`src/rtl/pps_pkg.sv`:
```
`timescale 1ns / 1ps
// ----------------------------------------------------------------------------
// Priority scheduler package
// Shared types, codes and sizes for the preemptive priority scheduler.
// ----------------------------------------------------------------------------
package pps_pkg;

	// Default number of job slots in the table.
	localparam int SLOTS_DEF = 16;

	// Depth of the queue between the front and the back.
	localparam int QUEUE_DEPTH = 2;

	// Field widths.
	localparam int ID_W    = 16;
	localparam int BURST_W = 16;
	localparam int PRIO_W  = 8;
	localparam int TIME_W  = 32;
	localparam int STAT_W  = 3;

	// Input word kinds as they arrive on the stream.
	localparam logic KIND_TICK   = 1'b0;
	localparam logic KIND_ARRIVE = 1'b1;

	// Classification made by the front before queueing.
	typedef enum logic [1:0] {
		OP_TICK        = 2'd0,
		OP_ARRIVE      = 2'd1,
		OP_ZERO_BURST  = 2'd2
	} op_t;

	// Result status codes.
	typedef enum logic [STAT_W-1:0] {
		RES_ACCEPTED   = 3'd0,
		RES_FULL       = 3'd1,
		RES_ZERO_BURST = 3'd2,
		RES_IDLE       = 3'd3,
		RES_RAN        = 3'd4,
		RES_FINISHED   = 3'd5
	} status_t;

	// One classified word held in the queue.
	typedef struct packed {
		op_t                op;
		logic [ID_W-1:0]    job_id;
		logic [BURST_W-1:0] burst_units;
		logic [PRIO_W-1:0]  job_priority;
	} item_t;

	// One row of the slot table.
	typedef struct packed {
		logic [ID_W-1:0]    job;
		logic [PRIO_W-1:0]  prio;
		logic [BURST_W-1:0] left;
		logic [BURST_W-1:0] burst;
		logic [TIME_W-1:0]  arrival;
	} row_t;

	// One result word.
	typedef struct packed {
		status_t           status;
		logic [ID_W-1:0]   served_id;
		logic [TIME_W-1:0] now_time;
		logic [TIME_W-1:0] turnaround;
		logic [TIME_W-1:0] wait_time;
	} result_t;

endpackage

```
`src/rtl/preemptive_priority_scheduler.sv`:
```
`timescale 1ns / 1ps
// ----------------------------------------------------------------------------
// Preemptive priority scheduler
// Keeps a table of job slots and a saturating time counter. An arrival word
// places a job in the lowest free slot; a tick word runs the ready job with
// the lowest priority number (lowest slot on a tie) for one time unit.
//
//  Channel  Direction  Handshake            Contents
//  s_       in         s_tvalid / s_tready  tdata: job_id, burst_units,
//                                           job_priority; tuser: kind
//  m_       out        m_tvalid / m_tready  tdata: served_id, now_time,
//                                           turnaround, wait_time; tuser: status
//
// The back end walks over the slot table, which it reads one slot per cycle
// from the table memory. A zero-burst arrival skips the walk.
// Reset clears all slots and the time counter; no clearing pass is needed.
// A two-word queue lets the input side keep accepting while a word is being
// worked on, and the output register holds a result while the next word runs.
// ----------------------------------------------------------------------------
module preemptive_priority_scheduler #(
	parameter int SLOTS = pps_pkg::SLOTS_DEF
) (
	input  logic         clk,
	input  logic         arst_n,
	input  logic         s_tvalid,
	output logic         s_tready,
	input  logic [39:0]  s_tdata,  // job_id[15:0], burst_units[31:16], job_priority[39:32]
	input  logic [0:0]   s_tuser,  // kind[0]
	output logic         m_tvalid,
	input  logic         m_tready,
	output logic [111:0] m_tdata,  // served_id[15:0], now_time[47:16],
	                               // turnaround[79:48], wait_time[111:80]
	output logic [2:0]   m_tuser   // status[2:0]
);
	import pps_pkg::*;

	logic    push;
	item_t   push_item;
	logic    q_full;
	logic    pop;
	logic    q_valid;
	item_t   q_item;
	result_t out_word;
	logic [31:0] clock_now;

	// Front end: accept and classify.
	pps_front u_front (
		.s_tvalid  (s_tvalid),
		.s_tready  (s_tready),
		.s_tdata   (s_tdata),
		.s_tuser   (s_tuser),
		.q_full    (q_full),
		.push      (push),
		.push_item (push_item)
	);

	// Queue between the two halves.
	pps_queue u_queue (
		.clk       (clk),
		.arst_n    (arst_n),
		.push      (push),
		.push_item (push_item),
		.full      (q_full),
		.pop       (pop),
		.q_valid   (q_valid),
		.q_item    (q_item)
	);

	// Back end: slot table and scheduling.
	pps_back #(
		.SLOTS (SLOTS)
	) u_back (
		.clk       (clk),
		.arst_n    (arst_n),
		.q_valid   (q_valid),
		.q_item    (q_item),
		.pop       (pop),
		.out_valid (m_tvalid),
		.out_ready (m_tready),
		.out_word  (out_word),
		.clock_now (clock_now)
	);

	// Output packing.
	assign m_tuser = out_word.status;
	assign m_tdata = {out_word.wait_time, out_word.turnaround,
		out_word.now_time, out_word.served_id};

	// The time counter never moves backwards.
	a_clock_monotonic: assert property (@(posedge clk) disable iff (!arst_n)
		1'b1 |=> clock_now >= $past(clock_now))
		else $error("time counter decreased");

	// Only a finished word carries turnaround and waiting time.
	a_times_only_finished: assert property (@(posedge clk) disable iff (!arst_n)
		m_tvalid && (m_tuser != RES_FINISHED) |-> m_tdata[111:48] == '0)
		else $error("turnaround or waiting time on a word that did not finish");

	// Waiting time never exceeds turnaround.
	a_wait_le_tat: assert property (@(posedge clk) disable iff (!arst_n)
		m_tvalid && (m_tuser == RES_FINISHED) |-> m_tdata[111:80] <= m_tdata[79:48])
		else $error("waiting time above turnaround");

	// An idle tick names no job.
	a_idle_no_job: assert property (@(posedge clk) disable iff (!arst_n)
		m_tvalid && (m_tuser == RES_IDLE) |-> m_tdata[15:0] == '0)
		else $error("idle result carries a job identifier");

endmodule

```
`src/rtl/pps_front.sv`:
```
`timescale 1ns / 1ps
// ----------------------------------------------------------------------------
// Scheduler front end
// Accepts input words and classifies them as tick, arrival or rejected
// arrival with a zero burst, then pushes them into the queue.
// ----------------------------------------------------------------------------
module pps_front (
	input  logic                  s_tvalid,
	output logic                  s_tready,
	input  logic [39:0]           s_tdata,
	input  logic [0:0]            s_tuser,
	input  logic                  q_full,
	output logic                  push,
	output pps_pkg::item_t        push_item
);
	import pps_pkg::*;

	// Accept whenever the queue has room.
	assign s_tready = !q_full;
	assign push     = s_tvalid && !q_full;

	// Unpack the word and classify it.
	always_comb begin
		push_item.job_id       = s_tdata[15:0];
		push_item.burst_units  = s_tdata[31:16];
		push_item.job_priority = s_tdata[39:32];
		if (s_tuser[0] == KIND_TICK) begin
			push_item.op = OP_TICK;
		end else if (s_tdata[31:16] == '0) begin
			push_item.op = OP_ZERO_BURST;
		end else begin
			push_item.op = OP_ARRIVE;
		end
	end

endmodule

```
`src/rtl/pps_queue.sv`:
```
`timescale 1ns / 1ps
// ----------------------------------------------------------------------------
// Scheduler decoupling queue
// Short first-in first-out queue of classified words between the front
// and the back.
// ----------------------------------------------------------------------------
module pps_queue (
	input  logic           clk,
	input  logic           arst_n,
	input  logic           push,
	input  pps_pkg::item_t push_item,
	output logic           full,
	input  logic           pop,
	output logic           q_valid,
	output pps_pkg::item_t q_item
);
	import pps_pkg::*;

	localparam int PW = (QUEUE_DEPTH > 1) ? $clog2(QUEUE_DEPTH) : 1;
	localparam int CW = $clog2(QUEUE_DEPTH + 1);

	item_t           entry_q [QUEUE_DEPTH];
	logic [PW-1:0]   wr_ptr_q;
	logic [PW-1:0]   rd_ptr_q;
	logic [CW-1:0]   count_q;

	assign full    = (count_q == CW'(QUEUE_DEPTH));
	assign q_valid = (count_q != '0);
	assign q_item  = entry_q[rd_ptr_q];

	// Pointers and fill count.
	always_ff @(posedge clk or negedge arst_n) begin
		if (!arst_n) begin
			wr_ptr_q <= '0;
			rd_ptr_q <= '0;
			count_q  <= '0;
		end else begin
			if (push) begin
				wr_ptr_q <= (wr_ptr_q == PW'(QUEUE_DEPTH - 1)) ? '0 : wr_ptr_q + 1'b1;
			end
			if (pop) begin
				rd_ptr_q <= (rd_ptr_q == PW'(QUEUE_DEPTH - 1)) ? '0 : rd_ptr_q + 1'b1;
			end
			if (push && !pop) begin
				count_q <= count_q + 1'b1;
			end else if (pop && !push) begin
				count_q <= count_q - 1'b1;
			end
		end
	end

	// Storage.
	always_ff @(posedge clk) begin
		if (push) begin
			entry_q[wr_ptr_q] <= push_item;
		end
	end

endmodule

```
`src/rtl/pps_back.sv`:
```
`timescale 1ns / 1ps
// ----------------------------------------------------------------------------
// Scheduler back end
// Holds the slot table and the time counter, walks the table one slot per
// cycle to find a free slot or the best ready job, updates the chosen slot
// and presents one result word through an output register.
// ----------------------------------------------------------------------------
module pps_back #(
	parameter int SLOTS = pps_pkg::SLOTS_DEF
) (
	input  logic                  clk,
	input  logic                  arst_n,
	input  logic                  q_valid,
	input  pps_pkg::item_t        q_item,
	output logic                  pop,
	output logic                  out_valid,
	input  logic                  out_ready,
	output pps_pkg::result_t      out_word,
	output logic [31:0]           clock_now
);
	import pps_pkg::*;

	localparam int IW = (SLOTS > 1) ? $clog2(SLOTS) : 1;
	localparam int CW = $clog2(SLOTS + 1);

	typedef enum logic [5:0] {
		S_IDLE   = 6'b000001,
		S_SCAN   = 6'b000010,
		S_DECIDE = 6'b000100,
		S_FETCH  = 6'b001000,
		S_WAIT   = 6'b010000,
		S_RESULT = 6'b100000
	} state_t;

	state_t              state_q;
	item_t               cur_q;
	logic [CW-1:0]       idx_q;
	logic                chk_valid_s1;
	logic [IW-1:0]       chk_idx_s1;
	logic                found_q;
	logic [IW-1:0]       best_q;
	logic [PRIO_W-1:0]   best_prio_q;
	logic [SLOTS-1:0]    valid_q;
	logic [TIME_W-1:0]   clock_q;
	row_t                mem [SLOTS];
	row_t                rdata_q;
	logic [TIME_W-1:0]   tat_q;
	logic [BURST_W-1:0]  burst_q;
	status_t             res_status_q;
	logic [ID_W-1:0]     res_id_q;
	logic [TIME_W-1:0]   res_tat_q;
	logic [TIME_W-1:0]   res_wait_q;
	logic                out_valid_q;
	result_t             out_q;

	logic                scan_end;
	logic [IW-1:0]       rd_addr;
	logic                mem_we;
	row_t                mem_wd;
	logic [BURST_W-1:0]  left_new;
	logic                take_slot;
	logic                load_out;

	assign scan_end  = (idx_q == CW'(SLOTS));
	assign pop       = (state_q == S_IDLE) && q_valid;
	assign load_out  = (state_q == S_RESULT) && (!out_valid_q || out_ready);
	assign out_valid = out_valid_q;
	assign out_word  = out_q;
	assign clock_now = clock_q;
	assign left_new  = rdata_q.left - BURST_W'(rdata_q.left != '0);

	// Read address: the scan index while walking, the chosen slot otherwise.
	always_comb begin
		if (state_q == S_SCAN && !scan_end) begin
			rd_addr = idx_q[IW-1:0];
		end else begin
			rd_addr = best_q;
		end
	end

	// Decide whether the slot under inspection replaces the current pick.
	always_comb begin
		take_slot = 1'b0;
		if (chk_valid_s1) begin
			if (cur_q.op == OP_ARRIVE) begin
				take_slot = !valid_q[chk_idx_s1] && !found_q;
			end else begin
				take_slot = valid_q[chk_idx_s1] &&
					(!found_q || rdata_q.prio < best_prio_q);
			end
		end
	end

	// Table write: a new row on acceptance, the decremented count on a run.
	always_comb begin
		mem_we = 1'b0;
		mem_wd = rdata_q;
		case (state_q)
			S_DECIDE: begin
				if (cur_q.op == OP_ARRIVE && found_q) begin
					mem_we         = 1'b1;
					mem_wd.job     = cur_q.job_id;
					mem_wd.prio    = cur_q.job_priority;
					mem_wd.left    = cur_q.burst_units;
					mem_wd.burst   = cur_q.burst_units;
					mem_wd.arrival = clock_q;
				end
			end
			S_FETCH: begin
				if (left_new != '0) begin
					mem_we      = 1'b1;
					mem_wd.left = left_new;
				end
			end
			default: begin
				mem_we = 1'b0;
			end
		endcase
	end

	// Slot table memory with registered read data.
	always_ff @(posedge clk) begin
		if (mem_we) begin
			mem[best_q] <= mem_wd;
		end
		rdata_q <= mem[rd_addr];
	end

	// Control state.
	always_ff @(posedge clk or negedge arst_n) begin
		if (!arst_n) begin
			state_q      <= S_IDLE;
			chk_valid_s1 <= 1'b0;
			found_q      <= 1'b0;
			valid_q      <= '0;
			clock_q      <= '0;
			out_valid_q  <= 1'b0;
			idx_q        <= '0;
		end else begin
			if (load_out) begin
				out_valid_q <= 1'b1;
			end else if (out_ready) begin
				out_valid_q <= 1'b0;
			end
			case (state_q)
				S_IDLE: begin
					chk_valid_s1 <= 1'b0;
					found_q      <= 1'b0;
					idx_q        <= '0;
					if (q_valid) begin
						state_q <= (q_item.op == OP_ZERO_BURST) ? S_RESULT : S_SCAN;
					end
				end
				S_SCAN: begin
					chk_valid_s1 <= !scan_end;
					if (!scan_end) begin
						idx_q <= idx_q + 1'b1;
					end
					if (take_slot) begin
						found_q <= 1'b1;
					end
					if (scan_end && !chk_valid_s1) begin
						state_q <= S_DECIDE;
					end
				end
				S_DECIDE: begin
					if (cur_q.op == OP_ARRIVE) begin
						if (found_q) begin
							valid_q[best_q] <= 1'b1;
						end
						state_q <= S_RESULT;
					end else begin
						if (clock_q != '1) begin
							clock_q <= clock_q + 1'b1;
						end
						state_q <= found_q ? S_FETCH : S_RESULT;
					end
				end
				S_FETCH: begin
					if (left_new == '0) begin
						valid_q[best_q] <= 1'b0;
						state_q         <= S_WAIT;
					end else begin
						state_q <= S_RESULT;
					end
				end
				S_WAIT: begin
					state_q <= S_RESULT;
				end
				S_RESULT: begin
					if (load_out) begin
						state_q <= S_IDLE;
					end
				end
				default: begin
					state_q <= S_IDLE;
				end
			endcase
		end
	end

	// Working payload and result fields.
	always_ff @(posedge clk) begin
		if (load_out) begin
			out_q.status     <= res_status_q;
			out_q.served_id  <= res_id_q;
			out_q.now_time   <= clock_q;
			out_q.turnaround <= res_tat_q;
			out_q.wait_time  <= res_wait_q;
		end
		chk_idx_s1 <= idx_q[IW-1:0];
		case (state_q)
			S_IDLE: begin
				cur_q        <= q_item;
				res_id_q     <= q_item.job_id;
				res_status_q <= RES_ZERO_BURST;
				res_tat_q    <= '0;
				res_wait_q   <= '0;
			end
			S_SCAN: begin
				if (take_slot) begin
					best_q      <= chk_idx_s1;
					best_prio_q <= rdata_q.prio;
				end
			end
			S_DECIDE: begin
				if (cur_q.op == OP_ARRIVE) begin
					res_status_q <= found_q ? RES_ACCEPTED : RES_FULL;
				end else if (!found_q) begin
					res_status_q <= RES_IDLE;
					res_id_q     <= '0;
				end
			end
			S_FETCH: begin
				res_id_q     <= rdata_q.job;
				res_status_q <= RES_RAN;
				tat_q        <= clock_q - rdata_q.arrival;
				burst_q      <= rdata_q.burst;
			end
			S_WAIT: begin
				res_status_q <= RES_FINISHED;
				res_tat_q    <= tat_q;
				if (tat_q > TIME_W'(burst_q)) begin
					res_wait_q <= tat_q - TIME_W'(burst_q);
				end else begin
					res_wait_q <= '0;
				end
			end
			default: begin
				res_id_q <= res_id_q;
			end
		endcase
	end

endmodule

```
`config.mk`:
```
export PLATFORM = sky130hd
export DESIGN_NAME = preemptive_priority_scheduler
export DESIGN_NICKNAME = d
export VERILOG_FILES = /design/src/rtl/pps_pkg.sv /design/src/rtl/preemptive_priority_scheduler.sv /design/src/rtl/pps_front.sv /design/src/rtl/pps_queue.sv /design/src/rtl/pps_back.sv
export SDC_FILE = /design/constraint.sdc
export NUM_CORES = 2
export LEC_CHECK = 0
export BUFFER_PORTS_ARGS = -buffer_cell sky130_fd_sc_hd__buf_2
export CAP_MARGIN = 25
export CORE_MARGIN = 4
export CORE_UTILIZATION = 39
export DETAILED_ROUTE_END_ITERATION = 8
export SYNTH_ARGS = -nofsm -noshare
export SYNTH_HDL_FRONTEND = slang
export SYNTH_SLANG_ARGS = --single-unit
```
`constraint.sdc`:
```
create_clock -name clk -period 10.5 [get_ports clk]
set_input_delay 2.1 -clock clk [delete_from_list [all_inputs] [get_ports clk]]
set_output_delay 2.1 -clock clk [all_outputs]
set_load 0.005 [all_outputs]
```
==> reports/results.tsv <==
stage	metric	value	unit
timing	Tcrit/Tclk final	58.6	%
setup_path	crit path max fanout	18	
setup_path	Reg2Reg Depth	13	
timing	clock skew	32.0	ps
die	Core Region	191000	um^2
place	dpl cells	6585	
die	Horiz. Die Dim	447	um
timing	Hold Fails Final Rpt	0	
job	total of max-cap violations	0	
yosys	dominant cells by area after synthesis	edfxtp_1 72%, mux4_2 11%, dfxtp_1 2.5%	
yosys	Post-synth top flop	edfxtp_1	
timing	fmax	163	MHz
setup_path	Crit Path Category	flip-flop to flip-flop	
timing	RSZ-0062 raised after global routing	no	
place	GP Congestion	0.857	
worst_hold_path	Hold Path Depth	0	
yosys	Seq/Total Area, Yosys	76.4	%
yosys	share of the synthesized area in the top cell type	71.7	%
yosys	most frequent cell after synthesis	edfxtp_1	
yosys	syn avg cell area	18.8	um^2
cts	Clock Sinks	1950	
setup_path	Arr. time, crit path	6500	ps
timing	Fin Setup TNS	0	ps
cts	CTS root buffer	clkbuf_16	
setup_path	crit end category	flip-flop	
route	vias per cell	5.44	
cts	CTS resizes	0	
place	Port Buf Inserts	161	
power	Worst IR Drop VDD	0.293	mV
die	Core Rows	160	
route	DR WL/cell	25.7	um
setup_path	sum of buffers and inverters on the critical path	0	
route	Iter 0 DRT Violations	3268	
die	Die Y	447	um
route	final wirelength	179000	um
global_route	number of global-route vias before repair	38700	
layout	Nets	4391	
timing	Worst Hold Slack	410	ps
power	total power draw	22.3	mW
setup_path	Worst Setup Start Kind	flip-flop	
yosys	yosys warns	0	
timing	slew margin rel.	29.5	%
timing	final setup fails	0	
place	pre-CTS setup slack	4540	ps
die	Top-Level Pins	162	
global_route	initial antenna violation count	2	
worst_hold_path	Hold Crit Class	flip-flop to flip-flop	
layout	layout cells sized above 1	22.6	%
yosys	Commonest cells post-synth	1,792 x edfxtp_1, 379 x nand2_1, 357 x mux4_2, 178 x a22oi_1, 126 x clkbuf_1	
setup_path	Crit path depth	13	
die	Initial Util	39.3	%
layout	synth-to-layout area growth	14.4	%
layout	ANT cells	0	
timing	Worst Tran Pin Value	1050	ps
yosys	leading area contributor after synthesis	edfxtp_1	
power	P_leak	28.7	nW
route	vias	37900	
cts	H-tree Lvls	4	
global_route	total gr overflow	0	
setup_path	max incr delay on CP	760	ps
yosys	synthesized area	75000	um^2
cts	clock slew at reported path FFs	60	ps
yosys	Syn Inst Count	3986	
layout	Non-Filler Instances	6964	
setup_path	CP delay by family, top	simple AND/OR/NAND/NOR gates	
status	status	completed	
cts	clock tree buffer depth	3	
route	DRC violations left	0	
place	DP HPWL	105000	um
setup_path	Req. time, crit path	10850	ps
setup_path	slowest CP cell	nand2_1	
route	drt pass-1 iters	8	
yosys	syn_nets	4093	
timing	Final Slew Violations	0	
cts	Num CTS Buffers	195	
global_route	first-pass GRT wire length	265000	um
route	Routed Antenna Nets	0	
yosys	register bit count reported by yosys	1950	
yosys	Post-synth EDFFs	1792	
die	die area	199000	um^2
yosys	Netlist cell types	67	
timing	PnR worst setup slack	4350	ps
yosys	asr flop ratio synth	3.38	%
setup_path	critical path cell sequence	nor4_1, nand2_1, or4_1, ha_1, ha_1, nor3b_1, nand3_1, xnor2_1, nor4b_1, nand4_1, nand2_1, a21oi_1, nand3b_1	
timing	minimum clock period	6150	ps
power	PwrDens	259	nW/um^2
global_route	largest net degree at the start of global routing	114	
cts	worst skew pair latency	810	ps
cts	Post-CTS Setup Bufs	0	
cts	Hold Buf Count CTS	0	
cts	CTS tree	yes	
global_route	GR Util All Layers	17.9	%
## cell families (layout without fill, tap and decap cells)
| family | count (synthesis) | after routing | share of synthesized area, % |
|---|---|---|---|
| compound gates | 448 | 448 | 3.96 |
| xor+xnor | 94 | 94 | 1.10 |
| fa+ha+maj | 62 | 62 | 1.05 |
| buf+inv | 267 | 734 | 1.39 |
| flops | 1950 | 1950 | 76.4 |
| mux | 404 | 404 | 11.4 |
| simple gates | 761 | 761 | 4.67 |
## cell usage in the layout (no fill, tap or decap), drive strengths merged, types with 68 or more instances in the layout
cell type,netlist,routed
dfxtp,92,92
nor2,117,117
buf,54,281
mux4,357,357
nand2,379,379
edfxtp,1792,1792
xnor2,68,68
a22oi,178,178
inv,86,99
clkbuf,126,270
o21ai,106,106
## state kept, by name, summed over array words and instances (netlist names), 2 cells and up, named ones only
name                 cells
u_queue.count_q          2
u_back.mem            1408
u_back.cur_q            42
u_back.clock_now        32
u_back.res_wait_q       32
u_back.chk_idx_s1        4
u_back.state_q           6
u_back.out_word        115
u_back.res_tat_q        32
u_back.res_status_q      3
u_back.tat_q            32
u_back.idx_q             5
u_back.burst_q          16
u_back.res_id_q         16
u_back.best_q            4
u_back.rdata_q          88
u_queue.entry_q         84
u_back.best_prio_q       8
## through the flow
stage,instance area (um^2),utilization (%)
6_report,85800,45.0
5_1_grt,85800,45.0
4_1_cts,85700,44.9
3_5_place_dp,79400,41.6
3_3_place_gp,79300,41.6
2_1_floorplan,75000,-
## routing by layer
metal	vias to the layer above	share of wire, %	global-route usage [%]
li1	16500	-	-
met1	19900	43	24.9
met2	1130	49	29.1
met3	246	5.3	3.04
met4	2	3.0	5.46
met5	-	0.0045	0
## path summary, 6_finish.rpt
| path | from | endpoint | slack (ps) |
|---|---|---|---|
| max | u_back.rdata_q[50]$_DFF_P_ | u_back.mem[3][51]$_DFFE_PP_ | 4350 |
| min | u_back.res_id_q[4]$_DFFE_PP_ | u_back.out_word[100]$_DFFE_PP_ | 410 |
| max reg2reg | u_back.rdata_q[50]$_DFF_P_ | u_back.mem[3][51]$_DFFE_PP_ | 4350 |
| min reg2reg | u_back.res_id_q[4]$_DFFE_PP_ | u_back.out_word[100]$_DFFE_PP_ | 410 |
| max in group asynchronous | arst_n | async pin | 8220 |
| min in group asynchronous | arst_n | u_back.clock_now[4]$_DFFE_PN0P_ | 1310 |
## where the power goes
part / switching, mW / leakage, nW / total [mW] / internal, mW
Clock: 2.90 / 3.06 / 6.81 / 3.91
Combinational: 3.32 / 7.61 / 5.46 / 2.14
Sequential: 0.274 / 18.0 / 9.99 / 9.72
Total: 6.49 / 28.7 / 22.3 / 15.8
## layout make-up
class,instances,area (um^2)
sequential,1950,57300
inverter,87,328
tap,2511,3140
clock buffer,270,5380
multi-input combinational,1769,16900
fill,16100,105000
timing repair buffer,281,1850
clock inverter,96,928
(Power assumes the default switching activity.)
